### src/design/nsm_pkg.sv
// Package for the note sequence matcher: note codes, pattern ROM, result type.
`default_nettype none
package nsm_pkg;

    localparam int MAX_NOTES   = 8;
    localparam int NOTE_W      = 3;
    localparam int STAMP_W     = 32;
    localparam int CFG_W       = 16;
    localparam int IDX_W       = 4;
    localparam int PERF_W      = 2;
    localparam int PAT_COUNT   = 10;
    localparam int PAT_ROW     = 7;
    localparam int LEN_W       = 3;

    localparam int IN_TDATA_W  = 40;
    localparam int OUT_TDATA_W = 8;

    typedef logic [NOTE_W-1:0] t_note;

    localparam t_note NOTE_UP    = 3'd0;
    localparam t_note NOTE_DOWN  = 3'd1;
    localparam t_note NOTE_LEFT  = 3'd2;
    localparam t_note NOTE_RIGHT = 3'd3;
    localparam t_note NOTE_A     = 3'd4;

    localparam logic [PERF_W-1:0] PERF_FORWARD  = 2'd0;
    localparam logic [PERF_W-1:0] PERF_REVERSED = 2'd1;
    localparam logic [PERF_W-1:0] PERF_DOUBLED  = 2'd2;

    // configuration register indexes
    localparam logic REG_TIMEOUT = 1'b0;
    localparam logic REG_BRISK   = 1'b1;

    localparam logic [CFG_W-1:0] TIMEOUT_RESET = 16'd2000;
    localparam logic [CFG_W-1:0] BRISK_RESET   = 16'd200;

    localparam int PAT_LEN [PAT_COUNT] = '{6, 6, 6, 6, 7, 7, 7, 7, 7, 6};

    localparam t_note PAT_ROM [PAT_COUNT][PAT_ROW] = '{
        '{NOTE_UP,    NOTE_LEFT,  NOTE_RIGHT, NOTE_UP,    NOTE_LEFT,  NOTE_RIGHT, NOTE_UP},
        '{NOTE_LEFT,  NOTE_RIGHT, NOTE_DOWN,  NOTE_LEFT,  NOTE_RIGHT, NOTE_DOWN,  NOTE_UP},
        '{NOTE_A,     NOTE_UP,    NOTE_LEFT,  NOTE_A,     NOTE_UP,    NOTE_LEFT,  NOTE_UP},
        '{NOTE_UP,    NOTE_A,     NOTE_LEFT,  NOTE_RIGHT, NOTE_DOWN,  NOTE_A,     NOTE_UP},
        '{NOTE_A,     NOTE_RIGHT, NOTE_LEFT,  NOTE_A,     NOTE_RIGHT, NOTE_LEFT,  NOTE_DOWN},
        '{NOTE_LEFT,  NOTE_UP,    NOTE_LEFT,  NOTE_RIGHT, NOTE_DOWN,  NOTE_LEFT,  NOTE_RIGHT},
        '{NOTE_RIGHT, NOTE_LEFT,  NOTE_RIGHT, NOTE_DOWN,  NOTE_RIGHT, NOTE_UP,    NOTE_LEFT},
        '{NOTE_DOWN,  NOTE_A,     NOTE_RIGHT, NOTE_DOWN,  NOTE_A,     NOTE_RIGHT, NOTE_UP},
        '{NOTE_DOWN,  NOTE_LEFT,  NOTE_UP,    NOTE_RIGHT, NOTE_DOWN,  NOTE_LEFT,  NOTE_UP},
        '{NOTE_A,     NOTE_DOWN,  NOTE_UP,    NOTE_A,     NOTE_DOWN,  NOTE_UP,    NOTE_UP}
    };

    // pattern 0 may be doubled: span over its notes against interval * gaps
    localparam int DBL_GAPS  = PAT_LEN[0] - 1;
    localparam int LIMIT_W   = CFG_W + LEN_W;

    typedef struct packed {
        logic              matched;
        logic [IDX_W-1:0]  pattern_index;
        logic [PERF_W-1:0] performance;
    } t_result;

endpackage
`default_nettype wire

### src/design/nsm_cell.sv
// One history cell: holds a note and its timestamp, passes them on when a note enters.
`default_nettype none
module nsm_cell (
    input  wire                          i_clk,
    input  wire                          i_shift,
    input  wire  nsm_pkg::t_note         i_note,
    input  wire  [nsm_pkg::STAMP_W-1:0]  i_stamp,
    output logic [nsm_pkg::NOTE_W-1:0]   o_note,
    output logic [nsm_pkg::STAMP_W-1:0]  o_stamp
);

    nsm_pkg::t_note              r_note;
    logic [nsm_pkg::STAMP_W-1:0] r_stamp;

    // payload only; the fill count at the top says which cells are live
    always_ff @(posedge i_clk) begin
        if (i_shift) begin
            r_note  <= i_note;
            r_stamp <= i_stamp;
        end
    end

    assign o_note  = r_note;
    assign o_stamp = r_stamp;

endmodule
`default_nettype wire

### src/design/nsm_match.sv
// Pattern compare over the newest notes and winner selection.
`default_nettype none
module nsm_match #(
    parameter int CNT_W = 4
) (
    input  wire  nsm_pkg::t_note          i_win [nsm_pkg::PAT_ROW],
    input  wire  [CNT_W-1:0]              i_count,
    input  wire  [nsm_pkg::STAMP_W-1:0]   i_stamp_new,
    input  wire  [nsm_pkg::STAMP_W-1:0]   i_stamp_first,
    input  wire  [nsm_pkg::LIMIT_W-1:0]   i_limit,
    output nsm_pkg::t_result              o_result
);

    logic [nsm_pkg::PAT_COUNT-1:0] fwd;
    logic                          rev0;
    logic [nsm_pkg::STAMP_W-1:0]   span;
    logic                          brisk;

    always_comb begin
        for (int p = 0; p < nsm_pkg::PAT_COUNT; p++) begin
            fwd[p] = (CNT_W'(nsm_pkg::PAT_LEN[p]) <= i_count);
            for (int i = 0; i < nsm_pkg::PAT_ROW; i++) begin
                if (i < nsm_pkg::PAT_LEN[p]) begin
                    if (i_win[i] != nsm_pkg::PAT_ROM[p][nsm_pkg::PAT_LEN[p] - 1 - i])
                        fwd[p] = 1'b0;
                end
            end
        end
        rev0 = (CNT_W'(nsm_pkg::PAT_LEN[0]) <= i_count);
        for (int i = 0; i < nsm_pkg::PAT_LEN[0]; i++) begin
            if (i_win[i] != nsm_pkg::PAT_ROM[0][i])
                rev0 = 1'b0;
        end
    end

    assign span  = i_stamp_new - i_stamp_first;
    assign brisk = (span <= nsm_pkg::STAMP_W'(i_limit));

    // longest wins, earlier index wins a tie
    always_comb begin
        logic [nsm_pkg::LEN_W-1:0] best_len;
        best_len = '0;
        o_result = '0;
        for (int p = 0; p < nsm_pkg::PAT_COUNT; p++) begin
            if (nsm_pkg::LEN_W'(nsm_pkg::PAT_LEN[p]) > best_len) begin
                if (fwd[p]) begin
                    best_len               = nsm_pkg::LEN_W'(nsm_pkg::PAT_LEN[p]);
                    o_result.matched       = 1'b1;
                    o_result.pattern_index = nsm_pkg::IDX_W'(p);
                    o_result.performance   = (p == 0 && brisk) ? nsm_pkg::PERF_DOUBLED
                                                               : nsm_pkg::PERF_FORWARD;
                end else if (p == 0 && rev0) begin
                    best_len               = nsm_pkg::LEN_W'(nsm_pkg::PAT_LEN[p]);
                    o_result.matched       = 1'b1;
                    o_result.pattern_index = nsm_pkg::IDX_W'(p);
                    o_result.performance   = nsm_pkg::PERF_REVERSED;
                end
            end
        end
    end

endmodule
`default_nettype wire

### src/design/note_sequence_matcher_top.sv
// Top level of the note sequence matcher: history cell chain, matcher, output register.
//
//  channel   dir  handshake                 payload
//  --------  ---  ------------------------  -------------------------------------------
//  s_axis    in   i_s_axis_tvalid/o_tready  tdata[2:0] note, [34:3] stamp_ms
//  m_axis    out  o_m_axis_tvalid/i_tready  tdata[0] matched, [4:1] pattern_index,
//                                           [6:5] performance
//  cfg       in   i_cfg_valid/o_cfg_ready   index 0 timeout_ms, 1 brisk_interval_ms
//
// One note per cycle unless m_axis stalls, one registered result per note. The window
// compare and winner pick sit between the history cells and the output register.
// Input is taken whenever the output register is empty or drained in the same
// cycle, so a stall on m_axis backs up to s_axis after one held result.
// Reset empties the history (fill count and held flag) and loads register defaults.
`default_nettype none
module note_sequence_matcher_top #(
    parameter int MAX_NOTES = nsm_pkg::MAX_NOTES
) (
    input  wire                                i_clk,
    input  wire                                i_rst_n,
    // input notes: [2:0] note, [34:3] stamp_ms, rest zero
    input  wire                                i_s_axis_tvalid,
    output logic                               o_s_axis_tready,
    input  wire  [nsm_pkg::IN_TDATA_W-1:0]     i_s_axis_tdata,
    // results: [0] matched, [4:1] pattern_index, [6:5] performance, [7] zero
    output logic                               o_m_axis_tvalid,
    input  wire                                i_m_axis_tready,
    output logic [nsm_pkg::OUT_TDATA_W-1:0]    o_m_axis_tdata,
    // configuration writes
    input  wire                                i_cfg_valid,
    output logic                               o_cfg_ready,
    input  wire                                i_cfg_index,
    input  wire  [nsm_pkg::CFG_W-1:0]          i_cfg_data
);

    localparam int CNT_W = $clog2(MAX_NOTES + 1);

    // control state
    logic [CNT_W-1:0]               r_held_count, n_held_count;
    logic                           r_note_held,  n_note_held;
    logic [nsm_pkg::STAMP_W-1:0]    r_last_stamp;
    logic [nsm_pkg::CFG_W-1:0]      r_timeout;
    // brisk interval kept pre-scaled by the gap count of pattern 0
    logic [nsm_pkg::LIMIT_W-1:0]    r_limit;
    logic                           r_out_valid;
    nsm_pkg::t_result               r_out;

    logic                           in_xfer;
    nsm_pkg::t_note                 in_note;
    logic [nsm_pkg::STAMP_W-1:0]    in_stamp;
    logic [nsm_pkg::STAMP_W-1:0]    elapsed;
    logic                           timed_out;
    logic [CNT_W-1:0]               cnt_base;
    logic [CNT_W-1:0]               cnt_new;
    nsm_pkg::t_result               result;

    nsm_pkg::t_note                 cell_note  [MAX_NOTES];
    logic [nsm_pkg::STAMP_W-1:0]    cell_stamp [MAX_NOTES];
    nsm_pkg::t_note                 win        [nsm_pkg::PAT_ROW];

    assign in_note  = i_s_axis_tdata[nsm_pkg::NOTE_W-1:0];
    assign in_stamp = i_s_axis_tdata[nsm_pkg::NOTE_W +: nsm_pkg::STAMP_W];

    assign o_s_axis_tready = !r_out_valid || i_m_axis_tready;
    assign in_xfer         = i_s_axis_tvalid && o_s_axis_tready;
    assign o_cfg_ready     = 1'b1;

    // history chain: cell 0 takes the new note, each cell feeds the next
    for (genvar g = 0; g < MAX_NOTES; g++) begin : g_cell
        if (g == 0) begin : g_head
            nsm_cell u_cell (
                .i_clk   (i_clk),
                .i_shift (in_xfer),
                .i_note  (in_note),
                .i_stamp (in_stamp),
                .o_note  (cell_note[g]),
                .o_stamp (cell_stamp[g])
            );
        end else begin : g_body
            nsm_cell u_cell (
                .i_clk   (i_clk),
                .i_shift (in_xfer),
                .i_note  (cell_note[g-1]),
                .i_stamp (cell_stamp[g-1]),
                .o_note  (cell_note[g]),
                .o_stamp (cell_stamp[g])
            );
        end
    end

    // window as it stands after the shift: incoming note, then the newest cells
    always_comb begin
        win[0] = in_note;
        for (int i = 1; i < nsm_pkg::PAT_ROW; i++)
            win[i] = cell_note[i-1];
    end

    // a pause longer than the timeout drops the held notes before the push
    assign elapsed   = in_stamp - r_last_stamp;
    assign timed_out = r_note_held && (elapsed > nsm_pkg::STAMP_W'(r_timeout));
    assign cnt_base  = timed_out ? '0 : r_held_count;
    assign cnt_new   = (cnt_base == CNT_W'(MAX_NOTES)) ? cnt_base : cnt_base + 1'b1;

    nsm_match #(
        .CNT_W (CNT_W)
    ) u_match (
        .i_win         (win),
        .i_count       (cnt_new),
        .i_stamp_new   (in_stamp),
        .i_stamp_first (cell_stamp[nsm_pkg::DBL_GAPS - 1]),
        .i_limit       (r_limit),
        .o_result      (result)
    );

    // any match empties the history; last stamp always follows the input
    always_comb begin
        n_held_count = r_held_count;
        n_note_held  = r_note_held;
        if (in_xfer) begin
            n_held_count = result.matched ? '0 : cnt_new;
            n_note_held  = !result.matched;
        end
    end

    always_ff @(posedge i_clk) begin
        if (!i_rst_n) begin
            r_held_count <= '0;
            r_note_held  <= 1'b0;
            r_last_stamp <= '0;
            r_timeout    <= nsm_pkg::TIMEOUT_RESET;
            r_limit      <= nsm_pkg::LIMIT_W'(nsm_pkg::BRISK_RESET)
                            * nsm_pkg::LIMIT_W'(nsm_pkg::DBL_GAPS);
            r_out_valid  <= 1'b0;
        end else begin
            r_held_count <= n_held_count;
            r_note_held  <= n_note_held;
            if (in_xfer)
                r_last_stamp <= in_stamp;
            if (i_cfg_valid) begin
                unique case (i_cfg_index)
                    nsm_pkg::REG_TIMEOUT: r_timeout <= i_cfg_data;
                    nsm_pkg::REG_BRISK:   r_limit   <= nsm_pkg::LIMIT_W'(i_cfg_data)
                                                       * nsm_pkg::LIMIT_W'(nsm_pkg::DBL_GAPS);
                    default:              r_timeout <= r_timeout;
                endcase
            end
            if (in_xfer)
                r_out_valid <= 1'b1;
            else if (i_m_axis_tready)
                r_out_valid <= 1'b0;
        end
    end

    // result payload register
    always_ff @(posedge i_clk) begin
        if (in_xfer)
            r_out <= result;
    end

    assign o_m_axis_tvalid = r_out_valid;
    assign o_m_axis_tdata  = {1'b0, r_out.performance, r_out.pattern_index, r_out.matched};

endmodule
`default_nettype wire
### config.mk
export PLATFORM = sky130hd
export DESIGN_NAME = note_sequence_matcher_top
export DESIGN_NICKNAME = d
export VERILOG_FILES = /design/src/design/nsm_pkg.sv /design/src/design/nsm_cell.sv /design/src/design/nsm_match.sv /design/src/design/note_sequence_matcher_top.sv
export SDC_FILE = /design/constraint.sdc
export NUM_CORES = 1
export LEC_CHECK = 0
export BUFFER_PORTS_ARGS = -buffer_cell sky130_fd_sc_hd__buf_4
export CAP_MARGIN = 20
export CORE_MARGIN = 3
export CORE_UTILIZATION = 55
export CTS_CLUSTER_SIZE = 14
export DETAILED_ROUTE_END_ITERATION = 12
export GPL_TIMING_DRIVEN = 0
export PLACE_DENSITY = 0.78
export SLEW_MARGIN = 20
export SYNTH_ARGS = -nofsm -noshare
export SYNTH_HDL_FRONTEND = slang
export SYNTH_SLANG_ARGS = --single-unit
### constraint.sdc
create_clock -name i_clk -period 11.4 [get_ports i_clk]
set_input_delay 2.28 -clock i_clk [delete_from_list [all_inputs] [get_ports i_clk]]
set_output_delay 2.28 -clock i_clk [all_outputs]
set_load 0.05 [all_outputs]
==> run_results.csv, run 1 <==
group,metric,value,unit
power,p_total,2.44,mW
critical_path,r2r_end,"o_m_axis_tdata[1]$_DFFE_PP_",
sta,worstMarginPinSlew,979,ps
global_route,antenna_found_initial,1,
clocking,htreeDepth,1,
placement,gp_congestion,0.896,
critical_path,slowest_stage,"nor2_1",
critical_path,path_class,"in -> reg",
yosys,synthFlopType,"edfxtp_1",
finish,nets,1692,
critical_path,cp_slowest_stage_delay,520,ps
sta,fmax,110,MHz
sta,final.period_utilization,79.4,%
yosys,yosysSeqAreaShare,49.3,%
sta,slew_violations,0,
routing,dr.pass1.iters,5,
critical_path,critPathCaptureType,"flip-flop",
routing,drt-total-wl,32100,um
floorplanning,die_height,167,um
yosys,synth_edf_count,185,
yosys,synth_warnings,0,
clocking,clock_path_buffers,3,
placement,placedCellCount,1799,
finish,syn2layout_area_growth,13.4,%
power,p_per_area,151,nW/um2
yosys,avgSynthCellArea,10.2,um2
clocking,root_buffer,"clkbuf_16",
routing,drtAntennaViolNets,0,
run,max_cap_viol_count,0,
critical_path,cp-start-kind,"primary input",
placement,dp.final_hpwl,24400,um
critical_path,r2r_start,"r_last_stamp[4]$_SDFFE_PN0P_",
critical_path,path_max_fanout,8,
yosys,syn_inst,1399,
routing,drc,0,
global_route,grt_pass1_vias,10200,
clocking,cts_resized,0,
clocking,cts_tree,"built",
critical_path,rrSetupSlack,3820,ps
global_route,grt_pass1_wl,51600,um
floorplanning,row_count,58,
clocking,clk_latency,540,ps
critical_path,cp_num_cells,29,
floorplanning,die_w,167,um
clocking,ctsHoldBuffers,0,
clocking,clock_sinks,258,
floorplanning,initial_core_util,56.2,%
finish,final_cells,1849,
sta,min_period,9050,ps
power,leakage,6.43,nW
critical_path,arrival,9300,ps
global_route,grt_max_degree,36,
global_route,track_usage,22.6,%
clocking,cts_made_buffers,27,
sta,fin_worst_skew,12.9,ps
routing,drt_iter0_drc,928,
yosys,ys_ff_latch,258,
critical_path,critPathTopFamily,"simple AND/OR/NAND/NOR gates",
sta,hold_violations,0,
sta,finalSetupViolCount,0,
sta,tns,0,ps
hold_path,hold_class,"reg -> reg",
power,ir_drop,0.133,mV
critical_path,reg2reg_depth,29,
yosys,synth_cell_type_count,79,
routing,vias_per_cell,5.74,
yosys,synth.cell_area,14200,um2
sta,rsz0062_at_grt,"false",
critical_path,path_buf_inv,2,
finish,final.fill_count,2019,
routing,avgRoutedWirePerCell,17.4,um
global_route,overflow,0,
routing,vias,10600,
clocking,post-cts-setup-buffer-count,0,
critical_path,crit_path_end,"o_m_axis_tdata[1]$_DFFE_PP_",
sta,max_slew_margin,34.1,%
floorplanning,coreArea,25300,um2
status,status,"complete, no violations",
floorplanning,die_area,27800,um2
finish,antenna_cells,0,
yosys,synth_nets,1593,
placement,portBuffers,64,
clocking,path_clk_slew,60,ps
yosys,synth_async_sr_flop_share,0,%
finish,drive_above_1_share,9.94,%
floorplanning,io_pins,73,
critical_path,crit_start,"i_s_axis_tdata[7]",
critical_path,worstPathRequired,11650,ps
==> registers in the layout (all words and copies together), names as in the netlist, 3 cells and up <==
signal and flops:
r_limit 19, r_last_stamp 32, g_cell.g_body.u_cell.o_stamp 128, g_cell.g_head.u_cell.o_note 3
g_cell.g_head.u_cell.o_stamp 32, g_cell.g_body.u_cell.o_note 15, r_timeout 16, r_held_count 4
o_m_axis_tdata 7
==> through the flow <==
step                      worst slack (ps)  area, um2  hold slack [ps]  utilization [%]
after floorplan                       2500      14200              400                -
after global placement                 563      15100              400             59.7
after detailed placement              1920      15300              405             60.2
after CTS                             2450      16100              415             63.7
after global routing                  1910      16100              421             63.7
final                                 2350      16100              414             63.7
==> worst min path at each step <==
| stage | startpoint | end | depth (start not counted) |
|---|---|---|---|
| floorplan | g_cell[0].g_head.u_cell.o_stamp[0]$_DFFE_PP_ | g_cell[1].g_body.u_cell.o_stamp[0]$_DFFE_PP_ | 0 |
| global route | g_cell[0].g_head.u_cell.o_stamp[10]$_DFFE_PP_ | g_cell[1].g_body.u_cell.o_stamp[10]$_DFFE_PP_ | 0 |
| global placement | g_cell[1].g_body.u_cell.o_stamp[4]$_DFFE_PP_ | g_cell[2].g_body.u_cell.o_stamp[4]$_DFFE_PP_ | 0 |
| CTS | g_cell[3].g_body.u_cell.o_stamp[0]$_DFFE_PP_ | g_cell[4].g_body.u_cell.o_stamp[0]$_DFFE_PP_ | 0 |
| finish | g_cell[0].g_head.u_cell.o_stamp[10]$_DFFE_PP_ | g_cell[1].g_body.u_cell.o_stamp[10]$_DFFE_PP_ | 0 |
| detailed placement | g_cell[0].g_head.u_cell.o_stamp[10]$_DFFE_PP_ | g_cell[1].g_body.u_cell.o_stamp[10]$_DFFE_PP_ | 0 |
==> cells in the final DEF, fill, tap and decap left out, drive strengths merged, types with 22 or more instances in the layout <==
cell / synthesis / layout
a21o: 26 / 26
buf: 15 / 85
clkbuf: 20 / 54
nand2: 186 / 186
nor3: 24 / 24
inv: 123 / 126
dfxtp: 73 / 73
edfxtp: 185 / 185
a21oi: 137 / 137
ha: 129 / 129
o21ai: 50 / 50
nor2b: 23 / 23
nor2: 84 / 84
xnor2: 35 / 35
o21a: 22 / 22
==> where the power goes <==
group / total [mW] / internal [mW] / switching (mW)
logic: 0.480 / 0.191 / 0.289
registers: 1.09 / 1.07 / 0.0225
clock network: 0.869 / 0.509 / 0.360
total: 2.44 / 1.77 / 0.672
==> layer usage <==
layer	vias up	GRT usage [%]	share of wire, %
met2	263	35.1	44
met3	50	2.61	5.2
met5	-	0	0.041
met1	5034	33.8	48
li1	5265	-	-
met4	2	6.13	2.3
==> cells by family after synthesis <==
family | Yosys count | synth area share (%)
XOR/XNOR | 54 | 3.32
AO/OA/AOI/OAI | 347 | 15.8
adder cells (fa/ha/maj) | 132 | 11.8
multiplexers | 8 | 0.571
AND/OR/NAND/NOR | 439 | 14.9
buffers and inverters | 159 | 4.33
other | 2 | 0.0528
flip-flops | 258 | 49.3
==> layout make-up <==
type                       instances  area (um2)  share of cell area [%]
clock buffer                      34         744                    4.61
multi-input combinational        982        6600                    40.9
tap                              330         413                    2.56
timing repair buffer              70         608                    3.77
clock inverter                    16         140                   0.868
buffer                            35         153                   0.946
inverter                         124         465                    2.88
sequential                       258        7020                    43.5
==> cell usage after synthesis (10+ instances only) <==
library cell / number / share of area [%]
a21o_1: 26 / 1.4
a21oi_1: 136 / 4.8
a31oi_1: 15 / 0.66
clkbuf_1: 20 / 0.53
dfxtp_1: 73 / 10
edfxtp_1: 185 / 39
ha_1: 129 / 11
inv_1: 122 / 3.2
nand2_1: 183 / 4.8
nand2b_1: 13 / 0.57
nand3_1: 21 / 0.74
nand4_1: 19 / 0.84
nor2_1: 84 / 2.2
nor2b_1: 23 / 1.0
nor3_1: 24 / 0.84
nor4_1: 14 / 0.62
o211ai_1: 18 / 0.95
o21a_1: 22 / 1.2
o21ai_0: 41 / 1.4
o21bai_1: 10 / 0.53
xnor2_1: 35 / 2.2
xor2_1: 19 / 1.2
Note: power is estimated with default switching activity, not from simulation.
==> run 2: changes to the inputs <==
- PLACE_DENSITY: 0.78 -> 0.81
- clock period: 11.4 -> 8.05 ns (I/O delays scaled with it)
==> run 2 against run 1 <==
Clock-buffer cell count decreased by 5; combinational power increased by 42%; die area unchanged.
==> run_results.csv, run 2 (same netlist as run 1, synthesis figures left out) <==
group,metric,value,unit
clocking,cts_tree,"built",
clocking,cts_made_buffers,27,
clocking,root_buffer,"clkbuf_16",
critical_path,arrival,7930,ps
global_route,grt_max_degree,86,
power,clock_power_share,36.7,%
finish,syn2layout_area_growth,13.9,%
floorplanning,die_w,167,um
routing,drt-total-wl,31900,um
sta,min_period,7680,ps
sta,hold_violations,0,
global_route,antenna_found_initial,0,
power,ir_drop,0.161,mV
routing,avgRoutedWirePerCell,17.3,um
hold_path,hold_path_depth,0,
clocking,htreeDepth,1,
floorplanning,initial_core_util,56.2,%
clocking,path_clk_slew,60,ps
global_route,overflow,0,
critical_path,cp_slowest_stage_delay,480,ps
clocking,clk_latency,530,ps
critical_path,reg2reg_depth,31,
floorplanning,io_pins,73,
sta,final.period_utilization,95.3,%
power,leakage,6.45,nW
placement,dp.final_hpwl,24100,um
critical_path,path_max_fanout,8,
routing,vias,10600,
sta,slew_violations,0,
placement,gp_congestion,0.915,
power,power_frac_comb,19.4,%
power,p_total,3.52,mW
critical_path,critPathTopFamily,"simple AND/OR/NAND/NOR gates",
global_route,grt_pass1_wl,50900,um
global_route,track_usage,22.3,%
sta,fin_worst_skew,10.0,ps
floorplanning,coreArea,25300,um2
status,status,"complete, no violations",
sta,fmax,130,MHz
critical_path,cp-start-kind,"primary input",
critical_path,rrSetupSlack,1200,ps
placement,portBuffers,64,
finish,layout_common_cells,"edfxtp_1, nand2_1, a21oi_1",
floorplanning,die_height,167,um
routing,drc,0,
sta,finalSetupViolCount,0,
critical_path,slowest_stage,"or4_1",
power,seqPwrFrac,43.9,%
global_route,grt_pass1_vias,10000,
power,p_int,2.56,mW
finish,nets,1691,
power,p_per_area,217,nW/um2
run,max_cap_viol_count,0,
finish,layout_commonest_cell,"edfxtp_1",
critical_path,worstPathRequired,8300,ps
critical_path,r2r_end,"o_m_axis_tdata[2]$_DFFE_PP_",
hold_path,min_from,"g_cell[1].g_body.u_cell.o_stamp[11]$_DFFE_PP_",
finish,design_area,16200,um2
finish,antenna_cells,0,
finish,fin_util,64.0,%
placement,placed_cell_area,15200,um2
routing,drt_iter0_drc,841,
routing,vias_per_cell,5.74,
power,swShare,27.2,%
routing,drtAntennaViolNets,0,
critical_path,r2r_start,"r_last_stamp[4]$_SDFFE_PN0P_",
finish,drive_above_1_share,10.5,%
hold_path,hold_class,"reg -> reg",
sta,max_slew_margin,28.8,%
critical_path,path_buf_inv,4,
power,p_switching,0.958,mW
floorplanning,die_area,27800,um2
floorplanning,row_count,58,
clocking,clock_path_buffers,3,
critical_path,critPathCaptureType,"flip-flop",
finish,largest_reg_flops,128,
sta,worstMarginPinSlew,1060,ps
routing,dr.pass1.iters,5,
hold_path,min_to,"g_cell[2].g_body.u_cell.o_stamp[11]$_DFFE_PP_",
critical_path,path_class,"in -> reg",
clocking,clock_sinks,258,
run 2: cell types whose count changed in the layout (fill, tap and decap cells not counted), moves of 2 or more:
cell	delta
clkinvlp_4	+3
clkinv_1	-2
bufinv_16	+2
clkbuf_1	-5
clkinv_2	+3
a211oi_4	+2
a211oi_2	-2
buf_4	+3
clkinv_4	-2
buf_12	-5
run 2: through the flow:
step	TNS (ps)	hold WS, ps	instances	worst slack (ps)
2_1_floorplan	0	400	1399	324
3_3_place_gp	-271000	400	1793	-1400
3_5_place_dp	-5540	405	1795	-753
4_1_cts	0	415	1843	69.6
5_1_grt	-261	419	1846	-84.2
6_report	0	412	1846	375
run 2: layout make-up:
class / count / area (um2)
sequential: 258 / 7020
clock buffer: 29 / 726
multi-input combinational: 982 / 6660
fill: 2014 / 9120
buffer: 35 / 163
timing repair buffer: 69 / 558
clock inverter: 19 / 205
inverter: 124 / 465
tap: 330 / 413
run 2: worst max path at each step:
stage                                                   endpoint  slack [ps]              start  cells past startpoint
global route                        r_held_count[1]$_SDFFE_PN0P_         -80  i_s_axis_tdata[7]                     30
finish                               o_m_axis_tdata[2]$_DFFE_PP_         370  i_s_axis_tdata[7]                     31
floorplan            g_cell[0].g_head.u_cell.o_note[0]$_DFFE_PP_         320    i_m_axis_tready                      4
global placement    g_cell[1].g_body.u_cell.o_stamp[1]$_DFFE_PP_       -1400    i_m_axis_tready                      5
CTS                                  o_m_axis_tdata[2]$_DFFE_PP_          70  i_s_axis_tdata[7]                     29
detailed placement                   o_m_axis_tdata[2]$_DFFE_PP_        -750  i_s_axis_tdata[7]                     29
run 2: power groups by stage:
stage / Combinational (mW) / Clock (mW) / Sequential, mW
5_1_grt: 0.764 / 1.37 / 1.55
2_1_floorplan: 0.480 / 0 / 1.58
6_report: 0.682 / 1.29 / 1.55
4_1_cts: 0.668 / 1.31 / 1.55
3_5_place_dp: 0.662 / 0 / 1.57
3_3_place_gp: 0.641 / 0 / 1.59
run 2: what timing repair did:
action                                  in CTS  in global routing
hold buffers                                 0                  0
setup buffers                                0                  3
pin swaps                                    0                  2
endpoints found under the setup margin       5                 10
gates resized for setup                      2                  8
run 2: per-layer routing:
layer / vias to the layer above / routed length, um / GRT usage, %
li1: 5273 / - / -
met1: 4994 / 15000 / 32.8
met2: 273 / 14200 / 34.7
met3: 60 / 1910 / 2.90
met4: 0 / 821 / 6.42
met5: - / 0 / 0
